==> config.mk <==
export PLATFORM = sky130hd
export DESIGN_NAME = waveform_window_peak_finder_unit_flat
export DESIGN_NICKNAME = d
export VERILOG_FILES = /design/src/hw/rtl/wwpf_pkg.sv /design/src/hw/rtl/wwpf_ifs.sv /design/src/hw/rtl/wwpf_cfg_regs.sv /design/src/hw/rtl/wwpf_window.sv /design/src/hw/rtl/wwpf_peak_eval.sv /design/src/hw/rtl/waveform_window_peak_finder_unit.sv /design/src/flat_wrapper.sv
export VERILOG_INCLUDE_DIRS = /design/src /design/src/hw/rtl
export SDC_FILE = /design/constraint.sdc
export NUM_CORES = 1
export LEC_CHECK = 0
export BUFFER_PORTS_ARGS = -buffer_cell sky130_fd_sc_hd__buf_2
export CAP_MARGIN = 20
export CORE_MARGIN = 5
export CORE_UTILIZATION = 65
export DETAILED_ROUTE_END_ITERATION = 6
export PLACE_DENSITY = 0.94
export SLEW_MARGIN = 25
export SYNTH_ARGS = -nofsm -noshare
export SYNTH_HDL_FRONTEND = slang
export SYNTH_HIERARCHICAL = 1
export SYNTH_SLANG_ARGS = --single-unit
==> constraint.sdc <==
create_clock -name clk -period 40.6 [get_ports clk]
set_clock_uncertainty 0.05 [all_clocks]
set_input_delay 8.12 -clock clk [delete_from_list [all_inputs] [get_ports clk]]
set_output_delay 8.12 -clock clk [all_outputs]
set_load 0.005 [all_outputs]
==> src/hw/rtl/waveform_window_peak_finder_unit_assert.svh <==
// assertion macros shared by the peak finder rtl
`ifndef WAVEFORM_WINDOW_PEAK_FINDER_UNIT_ASSERT_SVH
`define WAVEFORM_WINDOW_PEAK_FINDER_UNIT_ASSERT_SVH

// condition holds in the same cycle as the trigger
`define WWPF_ASSERT_NOW(lbl, trig, cond, msg) \
  lbl: assert property (@(posedge clk) disable iff (rst) (trig) |-> (cond)) \
    else $error(msg);

// condition holds in the cycle after the trigger
`define WWPF_ASSERT_NEXT(lbl, trig, cond, msg) \
  lbl: assert property (@(posedge clk) disable iff (rst) (trig) |=> (cond)) \
    else $error(msg);

`endif

==> src/hw/rtl/wwpf_pkg.sv <==
// package: constants, config and status types of the peak finder
`default_nettype none
package wwpf_pkg;

  localparam int MAX_HALF_WINDOW = 8;
  localparam int SAMPLE_BITS     = 12;

  localparam int CFG_INDEX_BITS = 8;
  localparam int CFG_DATA_BITS  = 16;

  typedef enum logic [CFG_INDEX_BITS-1:0] {
    REG_HALF_WINDOW    = 8'd0,
    REG_MIN_AMPLITUDE  = 8'd1,
    REG_MIN_SEED       = 8'd2,
    REG_OFFSET_BINS    = 8'd3
  } cfg_reg_t;

  localparam logic [3:0] HALF_WINDOW_RESET = 4'd2;

  typedef struct packed {
    logic [3:0]  half_window;
    logic [11:0] min_amplitude;
    logic [11:0] min_seed_amplitude;
    logic [15:0] offset_bins;
  } cfg_t;

  // waveform state handed from the window to the evaluation stage
  typedef struct packed {
    logic        pending;
    logic [15:0] count;
    logic [11:0] crystal;
    logic [15:0] start;
  } win_stat_t;

endpackage
`default_nettype wire

==> src/hw/rtl/wwpf_ifs.sv <==
// channel interfaces: samples in, hits out, register writes
`default_nettype none
interface wwpf_sample_if;
  logic        valid;
  logic        ready;
  logic [11:0] sample;
  logic        first_sample;
  logic [11:0] crystal_id;
  logic [15:0] start_bin;

  modport source (output valid, sample, first_sample, crystal_id, start_bin, input ready);
  modport sink (input valid, sample, first_sample, crystal_id, start_bin, output ready);
endinterface

interface wwpf_hit_if;
  logic        valid;
  logic        ready;
  logic [11:0] hit_crystal;
  logic [15:0] hit_bin;
  logic [11:0] hit_amplitude;
  logic        hit_is_seed;

  modport source (output valid, hit_crystal, hit_bin, hit_amplitude, hit_is_seed,
                  input ready);
  modport sink (input valid, hit_crystal, hit_bin, hit_amplitude, hit_is_seed,
                output ready);
endinterface

interface wwpf_cfg_if;
  logic                                valid;
  logic                                ready;
  logic [wwpf_pkg::CFG_INDEX_BITS-1:0] index;
  logic [wwpf_pkg::CFG_DATA_BITS-1:0]  data;

  modport source (output valid, index, data, input ready);
  modport sink (input valid, index, data, output ready);
endinterface
`default_nettype wire

==> src/hw/rtl/wwpf_cfg_regs.sv <==
// configuration register file
`default_nettype none
module wwpf_cfg_regs (
  input  logic              clk,
  input  logic              rst,
  wwpf_cfg_if.sink          cfg,
  output wwpf_pkg::cfg_t    regs
);
  import wwpf_pkg::*;

  assign cfg.ready = 1'b1;

  always_ff @(posedge clk) begin
    if (rst) begin
      regs.half_window        <= HALF_WINDOW_RESET;
      regs.min_amplitude      <= '0;
      regs.min_seed_amplitude <= '0;
      regs.offset_bins        <= '0;
    end else if (cfg.valid) begin
      unique case (cfg.index)
        REG_HALF_WINDOW:   regs.half_window        <= cfg.data[3:0];
        REG_MIN_AMPLITUDE: regs.min_amplitude      <= cfg.data[11:0];
        REG_MIN_SEED:      regs.min_seed_amplitude <= cfg.data[11:0];
        REG_OFFSET_BINS:   regs.offset_bins        <= cfg.data[15:0];
        default: ;
      endcase
    end
  end

endmodule
`default_nettype wire

==> src/hw/rtl/wwpf_window.sv <==
// sample window shift line and per-waveform state
`default_nettype none
module wwpf_window #(
  parameter int MAX_HALF_WINDOW = wwpf_pkg::MAX_HALF_WINDOW,
  parameter int SAMPLE_BITS     = wwpf_pkg::SAMPLE_BITS
) (
  input  logic                   clk,
  input  logic                   rst,
  wwpf_sample_if.sink            smp,
  input  logic                   advance,
  output logic [SAMPLE_BITS-1:0] win [2*MAX_HALF_WINDOW+1],
  output wwpf_pkg::win_stat_t    stat
);
  import wwpf_pkg::*;

  localparam int Depth = 2 * MAX_HALF_WINDOW + 1;

  logic        pending;
  logic        pending_next;
  logic [15:0] count;
  logic [15:0] count_base;
  logic [15:0] count_next;
  logic [11:0] crystal;
  logic [15:0] start;
  logic        accept;

  // hold off new items only while a finished evaluation cannot move on
  assign smp.ready = !pending || advance;
  assign accept    = smp.valid && smp.ready;

  always_comb begin
    pending_next = accept || (pending && !advance);
    count_base   = smp.first_sample ? 16'd0 : count;
    count_next   = (count_base == 16'hFFFF) ? count_base : count_base + 16'd1;
  end

  always_ff @(posedge clk) begin
    if (rst) begin
      pending <= 1'b0;
      count   <= '0;
      crystal <= '0;
      start   <= '0;
    end else begin
      pending <= pending_next;
      if (accept) begin
        count <= count_next;
        if (smp.first_sample) begin
          crystal <= smp.crystal_id;
          start   <= smp.start_bin;
        end
      end
    end
  end

  // newest sample at index 0
  always_ff @(posedge clk) begin
    if (accept) begin
      win[0] <= SAMPLE_BITS'(smp.sample);
      for (int i = 1; i < Depth; i++) begin
        win[i] <= win[i-1];
      end
    end
  end

  always_comb begin
    stat.pending = pending;
    stat.count   = count;
    stat.crystal = crystal;
    stat.start   = start;
  end

endmodule
`default_nettype wire

==> src/hw/rtl/wwpf_peak_eval.sv <==
// window maximum tree, peak test, bin arithmetic and hit output register
`default_nettype none
module wwpf_peak_eval #(
  parameter int MAX_HALF_WINDOW = wwpf_pkg::MAX_HALF_WINDOW,
  parameter int SAMPLE_BITS     = wwpf_pkg::SAMPLE_BITS
) (
  input  logic                   clk,
  input  logic                   rst,
  input  logic [SAMPLE_BITS-1:0] win [2*MAX_HALF_WINDOW+1],
  input  wwpf_pkg::win_stat_t    stat,
  input  wwpf_pkg::cfg_t         cfg,
  output logic                   advance,
  wwpf_hit_if.source             hits
);
  import wwpf_pkg::*;

  localparam int Depth    = 2 * MAX_HALF_WINDOW + 1;
  localparam int IdxBits  = $clog2(Depth);
  localparam int HalfBits = $clog2(MAX_HALF_WINDOW + 1);
  localparam int Leaves   = 1 << IdxBits;
  localparam int CmpBits  = (SAMPLE_BITS > 12) ? SAMPLE_BITS : 12;
  localparam logic [7:0] MaxHalf8 = 8'(MAX_HALF_WINDOW);

  logic [7:0]             hw8;
  logic [7:0]             eff8;
  logic [7:0]             span8;
  logic [HalfBits-1:0]    eff;
  logic [SAMPLE_BITS-1:0] node [1:2*Leaves-1];
  logic [SAMPLE_BITS-1:0] peak;
  logic [SAMPLE_BITS-1:0] centre;
  logic [SAMPLE_BITS-1:0] follow;
  logic [16:0]            bin_sum;
  logic [16:0]            bin_sub;
  logic [16:0]            bin_diff;
  logic [15:0]            bin;
  logic                   full;
  logic                   is_peak;
  logic                   hit;

  // half window clamped to 1..MAX_HALF_WINDOW
  always_comb begin
    hw8 = {4'd0, cfg.half_window};
    if (hw8 == 8'd0) begin
      eff8 = 8'd1;
    end else if (hw8 > MaxHalf8) begin
      eff8 = MaxHalf8;
    end else begin
      eff8 = hw8;
    end
    eff   = eff8[HalfBits-1:0];
    span8 = {eff8[6:0], 1'b0} + 8'd1;
  end

  // max tree, entries beyond the active span read as zero
  always_comb begin
    for (int i = 0; i < Leaves; i++) begin
      if (i < Depth && 8'(i) < span8) begin
        node[Leaves+i] = win[i];
      end else begin
        node[Leaves+i] = '0;
      end
    end
    for (int k = Leaves - 1; k >= 1; k--) begin
      node[k] = (node[2*k] > node[2*k+1]) ? node[2*k] : node[2*k+1];
    end
    peak = node[1];
  end

  always_comb begin
    centre   = win[IdxBits'(eff)];
    follow   = win[IdxBits'(eff - 1'b1)];
    full     = {8'd0, span8} <= stat.count;
    is_peak  = (CmpBits'(peak) > CmpBits'(cfg.min_amplitude)) && (centre == peak)
               && (centre != follow);
    bin_sum  = {1'b0, stat.start} + {1'b0, stat.count};
    bin_sub  = 17'(eff8) + {1'b0, cfg.offset_bins} + 17'd1;
    bin_diff = bin_sum - bin_sub;
    bin      = bin_diff[16] ? 16'hFFFF : bin_diff[15:0];
    // negative bin drops the hit
    hit      = full && is_peak && (bin_sum >= bin_sub);
  end

  assign advance = !hits.valid || hits.ready;

  always_ff @(posedge clk) begin
    if (rst) begin
      hits.valid <= 1'b0;
    end else if (advance) begin
      hits.valid <= stat.pending && hit;
    end
  end

  always_ff @(posedge clk) begin
    if (advance && stat.pending && hit) begin
      hits.hit_crystal   <= stat.crystal;
      hits.hit_bin       <= bin;
      hits.hit_amplitude <= 12'(peak);
      hits.hit_is_seed   <= CmpBits'(peak) > CmpBits'(cfg.min_seed_amplitude);
    end
  end

endmodule
`default_nettype wire

==> src/hw/rtl/waveform_window_peak_finder_unit.sv <==
// Sliding window peak finder over digitized waveforms.
// samples: one ADC sample per item with first_sample, crystal_id and start_bin;
//   first_sample opens a new waveform and latches crystal and start bin.
// hits: zero or one item per sample, raised when the window is full, its centre is the
//   maximum, above min_amplitude, differs from the following sample and the bin is >= 0.
// cfg: register writes (index 0..3), always ready; write only while idle.
// Order: the accepting edge shifts the sample into the window; hits.valid is registered
//   and loads from the evaluated window once the hit output can advance.
// Throughput: one sample per cycle while no hit is stalled, set by the combinational
//   comparator tree over the 2*MAX_HALF_WINDOW+1 window taps feeding the hit register.
// Stall: while a hit waits on hits.ready the finished evaluation holds and
//   samples.ready drops; one evaluated sample and one hit are held at most.
// Reset: synchronous rst clears the waveform state and sample count, loads
//   half_window 2 and zero thresholds and offset; no hit is pending.
`default_nettype none
`include "waveform_window_peak_finder_unit_assert.svh"
module waveform_window_peak_finder_unit #(
  parameter int MAX_HALF_WINDOW = wwpf_pkg::MAX_HALF_WINDOW,
  parameter int SAMPLE_BITS     = wwpf_pkg::SAMPLE_BITS
) (
  input  logic        clk,
  input  logic        rst,
  wwpf_cfg_if.sink    cfg,
  wwpf_sample_if.sink samples,
  wwpf_hit_if.source  hits
);
  import wwpf_pkg::*;

  cfg_t                   regs;
  win_stat_t              stat;
  logic                   advance;
  logic [SAMPLE_BITS-1:0] win [2*MAX_HALF_WINDOW+1];

  wwpf_cfg_regs u_cfg (
    .clk  (clk),
    .rst  (rst),
    .cfg  (cfg),
    .regs (regs)
  );

  wwpf_window #(
    .MAX_HALF_WINDOW (MAX_HALF_WINDOW),
    .SAMPLE_BITS     (SAMPLE_BITS)
  ) u_window (
    .clk     (clk),
    .rst     (rst),
    .smp     (samples),
    .advance (advance),
    .win     (win),
    .stat    (stat)
  );

  wwpf_peak_eval #(
    .MAX_HALF_WINDOW (MAX_HALF_WINDOW),
    .SAMPLE_BITS     (SAMPLE_BITS)
  ) u_eval (
    .clk     (clk),
    .rst     (rst),
    .win     (win),
    .stat    (stat),
    .cfg     (regs),
    .advance (advance),
    .hits    (hits)
  );

  `WWPF_ASSERT_NEXT(a_accept_pending, samples.valid && samples.ready, stat.pending,
    "accepted item not under evaluation")
  `WWPF_ASSERT_NEXT(a_held_eval, stat.pending && !advance,
    stat.pending && $stable(stat.count), "stalled evaluation lost its state")
  `WWPF_ASSERT_NOW(a_ready_cause, !samples.ready,
    stat.pending && hits.valid && !hits.ready, "input stalled without a blocked hit")
  `WWPF_ASSERT_NEXT(a_first_latch, samples.valid && samples.ready && samples.first_sample,
    stat.count == 16'd1 && stat.crystal == $past(samples.crystal_id),
    "new waveform not opened")

endmodule
`default_nettype wire

==> src/flat_wrapper.sv <==
// flat-port wrapper written by rule: the top's interface ports become plain ports
module waveform_window_peak_finder_unit_flat import wwpf_pkg::*;
#(
  parameter int MAX_HALF_WINDOW = wwpf_pkg::MAX_HALF_WINDOW,
  parameter int SAMPLE_BITS     = wwpf_pkg::SAMPLE_BITS
)
  (clk, rst, cfg_valid, cfg_index, cfg_data, cfg_ready, samples_valid, samples_sample, samples_first_sample, samples_crystal_id, samples_start_bin, samples_ready, hits_valid, hits_hit_crystal, hits_hit_bin, hits_hit_amplitude, hits_hit_is_seed, hits_ready);
  wwpf_cfg_if cfg_i ();
  wwpf_sample_if samples_i ();
  wwpf_hit_if hits_i ();
  input  logic clk;
  input  logic rst;
  input wire logic [$bits(cfg_i.valid)-1:0] cfg_valid;
  input wire logic [$bits(cfg_i.index)-1:0] cfg_index;
  input wire logic [$bits(cfg_i.data)-1:0] cfg_data;
  output wire logic [$bits(cfg_i.ready)-1:0] cfg_ready;
  input wire logic [$bits(samples_i.valid)-1:0] samples_valid;
  input wire logic [$bits(samples_i.sample)-1:0] samples_sample;
  input wire logic [$bits(samples_i.first_sample)-1:0] samples_first_sample;
  input wire logic [$bits(samples_i.crystal_id)-1:0] samples_crystal_id;
  input wire logic [$bits(samples_i.start_bin)-1:0] samples_start_bin;
  output wire logic [$bits(samples_i.ready)-1:0] samples_ready;
  output wire logic [$bits(hits_i.valid)-1:0] hits_valid;
  output wire logic [$bits(hits_i.hit_crystal)-1:0] hits_hit_crystal;
  output wire logic [$bits(hits_i.hit_bin)-1:0] hits_hit_bin;
  output wire logic [$bits(hits_i.hit_amplitude)-1:0] hits_hit_amplitude;
  output wire logic [$bits(hits_i.hit_is_seed)-1:0] hits_hit_is_seed;
  input wire logic [$bits(hits_i.ready)-1:0] hits_ready;
  assign cfg_i.valid = cfg_valid;
  assign cfg_i.index = cfg_index;
  assign cfg_i.data = cfg_data;
  assign cfg_ready = cfg_i.ready;
  assign samples_i.valid = samples_valid;
  assign samples_i.sample = samples_sample;
  assign samples_i.first_sample = samples_first_sample;
  assign samples_i.crystal_id = samples_crystal_id;
  assign samples_i.start_bin = samples_start_bin;
  assign samples_ready = samples_i.ready;
  assign hits_valid = hits_i.valid;
  assign hits_hit_crystal = hits_i.hit_crystal;
  assign hits_hit_bin = hits_i.hit_bin;
  assign hits_hit_amplitude = hits_i.hit_amplitude;
  assign hits_hit_is_seed = hits_i.hit_is_seed;
  assign hits_i.ready = hits_ready;
  waveform_window_peak_finder_unit #(.MAX_HALF_WINDOW(MAX_HALF_WINDOW), .SAMPLE_BITS(SAMPLE_BITS)) u_core (.clk(clk), .rst(rst), .cfg(cfg_i), .samples(samples_i), .hits(hits_i));
endmodule
==> impl_results.md, run 1 <==
- Status: finished with violations
- Failing checks: design-rule violations
- Clk Latency, worst-skew pair: around 560 ps
- Initial antenna violation count: 0
- Hold-fix buffers, CTS: 0
- Syn_area_per_cell: 9.50 um2
- Min-Delay Path Class: register to register
- Layout cells sized above 1: 0.110
- Largest stage delay on the critical path: roughly 880 ps
- Max Cap Viol: 0
- # Post-CTS Setup Buffers: 0
- # resized after CTS: 0
- Final worst setup slack: roughly 23,000 ps
- Commonest non-fill, non-tap cell in the layout: nand2_1
- Rel. slew slack: 0.236
- WL/cell: about 21 um
- Core Region: around 0.036 mm2
- Clk root buf: clkbuf_16
- Die width: 200 um
- Flop and latch count out of synthesis: ~340
- Critical path buffer and inverter count: 5
- Drt initial violations: slightly below 2,000
- Clk sink count: 335
- Mapped Cells: 2,477
- Main synth FF type: edfxtp_1
- Sum of negative setup slack: 0 ps
- Largest net degree at the start of global routing: 132
- Worst VDD drop: about 0.000042 V
- Critical Path Source Type: register
- Crit path top cell by count: o21ai_0
- Final Max Tran Viols: 0
- Synth Cell Area: around 0.024 mm2
- R2R setup slack: 22,790 ps
- Port Buffer Count: 112
- Max FO, Critical Path: 44
- CTS tree: yes
- ANT nets after route: 0
- DP HPWL: 47.0 mm
- Post-place setup slack: approximately 23,000 ps
- Clock buffer depth: 3
- Htree depth: 2
- Post-DP Area: 0.0243 mm2
- Pwr per Cell Area: between 40 and 50 mW/mm2
- Final hold vios: 0
- Chip Height: 200 um
- Grt ovf: 0
- Post-Route WL: ~65 mm
- Most frequent cells in the layout: nand2_1, edfxtp_1, ha_1
- Distinct cell type count after synthesis: 102
- Post-synth net total: between 2,000 and 3,000
- Nets: about 2,800
- Reg2Reg Depth: between 60 and 70
- Worst Tran Pin Value: 1130 ps
- 1st-pass router iterations: 7
- Number of remaining DRC errors: 1
- Crit end category: register
- Via-to-Cell Ratio: between 6 and 7
- Highest clock rate: around 56 MHz
- Fill count: approximately 2,500
- First-pass GRT wire length: ~100 mm
- Crit path depth: a little under 70
- Fraction of registers with async set/reset: 0
- Data required, critical path: 40,740 ps
- Crit-path slowest cell: dfxtp_2
- Die area: about 0.04 mm2
- Post-synth EDFFs: around 250
- CTS Buf Count: 38
- Total Routing Usage GR: 0.310
- # IOs: approximately 110
- Endpoints failing setup: 0
- Num rows: 69
- Seq/Total Area, Yosys: 0.389
- Final Wtd Congestion: 1.02
- Tmin final: 17,810 ps
- WP data arrival: ~18,000 ps
- Leakage: about 0.011 uW
- Starting density of the core: 0.660
- Final period utilization: 0.439
- Syn. warnings: 6
- Final instance area: between 0.02 and 0.03 mm2
- Via count: between 15,000 and 20,000
- CTS clk-pin slew, worst paths: 60 ps
- P&R area growth vs syn: 8.92%
- N_diodes: 0
- Unrepaired setup endpoints after global routing: false
- CP top delay family: simple AND/OR/NAND/NOR gates
- Final core utilization: 0.719
- Hold Path Cell Cnt: 0
- Crit Path Class: register to register
- Vias in the first global route: around 19,000
==> metrics by stage <==
step,total power (uW),hold WS [ps],instances
after detailed placement,842,373,2952
after floorplan,726,358,2477
after global routing,1280,390,3021
after CTS,1210,382,3021
final,1220,384,3021
after global placement,821,361,2952
==> worst register-to-register path, delay by kind of cell (launching register included) <==
family          cells  cell delay [ps]
flops               1              880
mux                 4             1720
fa+ha+maj           6             1490
buf+inv             5             1050
compound gates     29             5970
simple gates       25             6280
==> final cells by class <==
| class | count | area (um2) | share of cell area |
|---|---|---|---|
| clock buffers | 47 | 1080 | 0.0421 |
| clock inverters | 22 | 236 | 0.00922 |
| inverters | 174 | 661 | 0.0258 |
| multi-input cells | 1849 | 13200 | 0.515 |
| flip-flops and latches | 335 | 9160 | 0.357 |
| well taps | 461 | 577 | 0.0225 |
| repair buffers | 133 | 718 | 0.0280 |
==> flip-flops by register name (all words and copies together), names as in the netlist <==
signal	count
u_core/u_eval/hits.hit_is_seed	1
u_core/u_window/count	16
u_core/u_eval/hits.valid	1
u_core/u_window/pending	1
u_core/u_window/win	204
u_core/u_window/crystal	12
u_core/u_eval/hits.hit_bin	16
u_core/u_eval/hits.hit_crystal	12
u_core/u_eval/hits.hit_amplitude	12
u_core/u_window/start	16
u_core/u_cfg/regs	44
==> report_power, final <==
part | switching, uW | internal (uW)
Clock | 141 | 221
Combinational | 275 | 177
Sequential | 14.5 | 390
==> cell usage after synthesis, types with 5 or more instances <==
master     number  area [um2]
ha_1          242        3030
nor3_1         19        95.1
nand4_1        54         338
edfxtp_1      245        7360
and3_1         11        68.8
a21oi_1       140         701
a211o_1         5        43.8
nand3_1        51         255
and4_1          5        43.8
inv_1         172         646
buf_2           8        40.0
a21o_1         52         390
o21ai_0       141         706
nor2b_1        43         269
a221o_1         5        50.1
nor4_1         12        75.1
nand2_1       365        1370
o31ai_1         7        52.6
mux4_2         12         270
nor2_1         66         248
o21ai_1        10        50.1
o21bai_1        9        67.6
mux2i_1       127        1270
buf_4           5        37.5
dfxtp_1        90        1800
o22ai_1        53         332
clkbuf_1       90         338
mux2_2         19         214
nand2b_1       92         576
buf_6           8        90.1
and2_1         50         313
xnor2_1        36         315
o21a_1         15         113
xor2_1         34         298
a311oi_1       14         123
a31oi_1        29         181
o211ai_1       11        82.6
and3b_1         5        43.8
a2bb2oi_1       5        43.8
a31o_2          5        43.8
==> cells by family (layout without fill, tap and decap cells) <==
group	after synthesis	after routing	share of synthesized area
AOI/OAI and AO/OA	553	553	0.148
xor gates and xnor gates	70	70	0.0260
adders and majority gates	245	245	0.131
buffers and inverters	293	376	0.0518
DFF	335	335	0.389
muxes	170	170	0.0825
other	1	1	0.000159
and+or+nand+nor	810	810	0.172
==> per-layer routing <==
layer	GRT usage	share of wire
met1	0.385	0.39
met2	0.526	0.48
met4	0.145	0.052
met3	0.0576	0.081
met5	0	0
==> path summary, 6_finish.rpt <==
kind,start,endpoint
max,u_core/u_cfg/regs[43]$_SDFFE_PP0P_,u_core/u_eval/hits.hit_is_seed$_DFFE_PP_
min,u_core/u_window/crystal[3]$_SDFFE_PP0P_,u_core/u_eval/hits.hit_crystal[3]$_DFFE_PP_
max reg2reg,u_core/u_cfg/regs[43]$_SDFFE_PP0P_,u_core/u_eval/hits.hit_is_seed$_DFFE_PP_
min reg2reg,u_core/u_window/crystal[3]$_SDFFE_PP0P_,u_core/u_eval/hits.hit_crystal[3]$_DFFE_PP_
Power figures use the tool's default switching activity.
==> inputs of run 2 (changes only) <==
- CORE_UTILIZATION: 65 -> 57
- PLACE_DENSITY: 0.94 -> 0.88
- clock period: 40.6 -> 14.4 ns (I/O delays scaled with it)
==> impl_results.md, run 2 (same netlist as run 1, synthesis figures left out) <==
- Crit-path slowest cell: or4_4
- CTS clk-pin slew, worst paths: ~60 ps
- DP HPWL: around 50 mm
- Top flop regs: u_core/u_window/win x204, u_core/u_cfg/regs x44
- N_diodes: 0
- Clock power frac: 0.271
- Hold-fix buffers, CTS: 0
- Via count: 20,235
- Die area: about 0.045 mm2
- First-pass GRT wire length: slightly above 100 mm
- Via-to-Cell Ratio: ~6.3
- CTS Buf Count: 38
- Max reg flops: about 200
- Data required, critical path: 14,630 ps
- Chip Height: between 200 and 250 um
- Pwr per Cell Area: between 100 and 150 mW/mm2
- Fill count: approximately 3,000
- Rel. slew slack: 0.249
- Total Routing Usage GR: 0.286
- Critical Path Source Type: register
- ANT nets after route: 0
- Crit Path Class: register to register
- Post-DP Area: 0.0249 mm2
- Final instance area: 0.0269 mm2
- Starting density of the core: 0.577
- Num rows: 74
- Core Region: roughly 0.041 mm2
- NetSw: between 1000 and 1500 uW
- Commonest non-fill, non-tap cell in the layout: nand2_1
- Min-Delay Path Class: register to register
- Worst Tran Pin Value: between 1000 and 1500 ps
- WP data arrival: between 10,000 and 15,000 ps
- 1st-pass router iterations: 6
- # IOs: between 100 and 150
- Logic pwr share: 0.412
- Largest net degree at the start of global routing: approximately 120
- Htree depth: 2
- Initial antenna violation count: 2
- Worst VDD drop: ~0.00015 V
- Sequential share of power: 0.316
- Clk root buf: clkbuf_16
- Final worst setup slack: around 480 ps
- Crit end category: register
- Clk sink count: ~340
- Number of remaining DRC errors: 0
- Clock buffer depth: 3
- Leakage: between 0.01 and 0.015 uW
- Critical path buffer and inverter count: 10
- Net Sw Frac: 0.358
- Port Buffer Count: roughly 110
- Die width: ~210 um
- Final hold vios: 0
- Most frequent cells in the layout: nand2_1, edfxtp_1, ha_1
- Nets: around 2,900
- Highest clock rate: 71.9 MHz
- Internal Power: roughly 2300 uW
- Clk Latency, worst-skew pair: 560 ps
- Tmin final: about 14,000 ps
- Post-Route WL: about 70 mm
- WL/cell: 21.6 um
- Biggest register: u_core/u_window/win
- Sum of negative setup slack: 0 ps
- Largest stage delay on the critical path: between 500 and 600 ps
- Vias in the first global route: slightly below 20,000
- Drt initial violations: approximately 2,200
- CTS tree: yes
- Status: completed
- CP top delay family: compound AO/OA/AOI/OAI gates
- Max FO, Critical Path: 14
- Final period utilization: 0.966
- Post-place setup slack: -26.2 ps
- Max Cap Viol: 0
- P&R area growth vs syn: 14.4%
- Final Wtd Congestion: 1.02
- Layout cells sized above 1: 0.161
- Final Max Tran Viols: 0
- Grt ovf: 0
- Endpoints failing setup: 0
==> run 2: cell count changes in the layout (fill, tap and decap cells not counted), sizes merged <==
cell,change
buf,+88
clkbuf,+6
clkinv,-3
inv,+3
bufinv,-2
a31o,+1
a31oi,+1
clkdlybuf4s15,+1
==> run 2: path summary, 6_finish.rpt <==
kind / start / slack, ps / cells past startpoint / end
min: u_core/u_window/crystal[9]$_SDFFE_PP0P_ / 380 / 0 / u_core/u_eval/hits.hit_crystal[9]$_DFFE_PP_
min reg2reg: u_core/u_window/crystal[9]$_SDFFE_PP0P_ / 380 / 0 / u_core/u_eval/hits.hit_crystal[9]$_DFFE_PP_
max: u_core/u_cfg/regs[41]$_SDFFE_PP1P_ / 480 / 63 / u_core/u_eval/hits.hit_bin[14]$_SDFFCE_PP1P_
max reg2reg: u_core/u_cfg/regs[41]$_SDFFE_PP1P_ / 480 / 63 / u_core/u_eval/hits.hit_bin[14]$_SDFFCE_PP1P_
==> run 2: power by group through the flow <==
| stage | clock [uW] | combinational, uW | sequential (uW) |
|---|---|---|---|
| 2_1_floorplan | 0 | 905 | 1140 |
| 3_3_place_gp | 0 | 1250 | 1160 |
| 3_5_place_dp | 0 | 1290 | 1160 |
| 4_1_cts | 990 | 1310 | 1140 |
| 5_1_grt | 1030 | 1610 | 1140 |
| 6_report | 977 | 1480 | 1140 |
==> run 2: routing by layer <==
layer  up-vias  share of wire  routed length [um]  track usage
met5         -        0.00054                  37            0
met4         4          0.059                4040        0.142
met3       294          0.076                5220       0.0526
met2      1041           0.48               33000        0.494
met1      9606           0.38               26400        0.343
li1       9290              -                   -            -
==> run 2: repair_timing <==
action	4_1_cts	5_1_grt
setup endpoints to repair	37	43
buffers inserted	0	25
pin swaps	0	17
gates resized for setup	4	115
cloned	0	11
==> run 2: layout make-up <==
cell class | count | area [um2] | area share
sequential | 335 | 9160 | 0.340
clock inverter | 20 | 190 | 0.00706
clock buffer | 49 | 1030 | 0.0384
multi-input combinational | 1851 | 13600 | 0.507
tap | 532 | 666 | 0.0247
inverter | 174 | 661 | 0.0245
timing repair buffer | 226 | 1570 | 0.0584
==> run 2: metrics by stage <==
stage                     hold WS (ps)   util  total power [uW]  instances
after CTS                          379  0.639              3430       3151
final                              383  0.659              3600       3187
after detailed placement           363  0.609              2450       3082
after floorplan                    358      -              2050       2477
after global placement             361  0.609              2410       3082
after global routing               401  0.659              3780       3187
==> run 2: worst register-to-register path: cells and delay by family (launching register included) <==
family	cells	cell delay [ps]
multiplexers	4	1240
buffers and inverters	10	1710
flip-flops	1	340
AND/OR/NAND/NOR	19	3710
adder cells (fa/ha/maj)	5	1470
AO/OA/AOI/OAI	25	5080
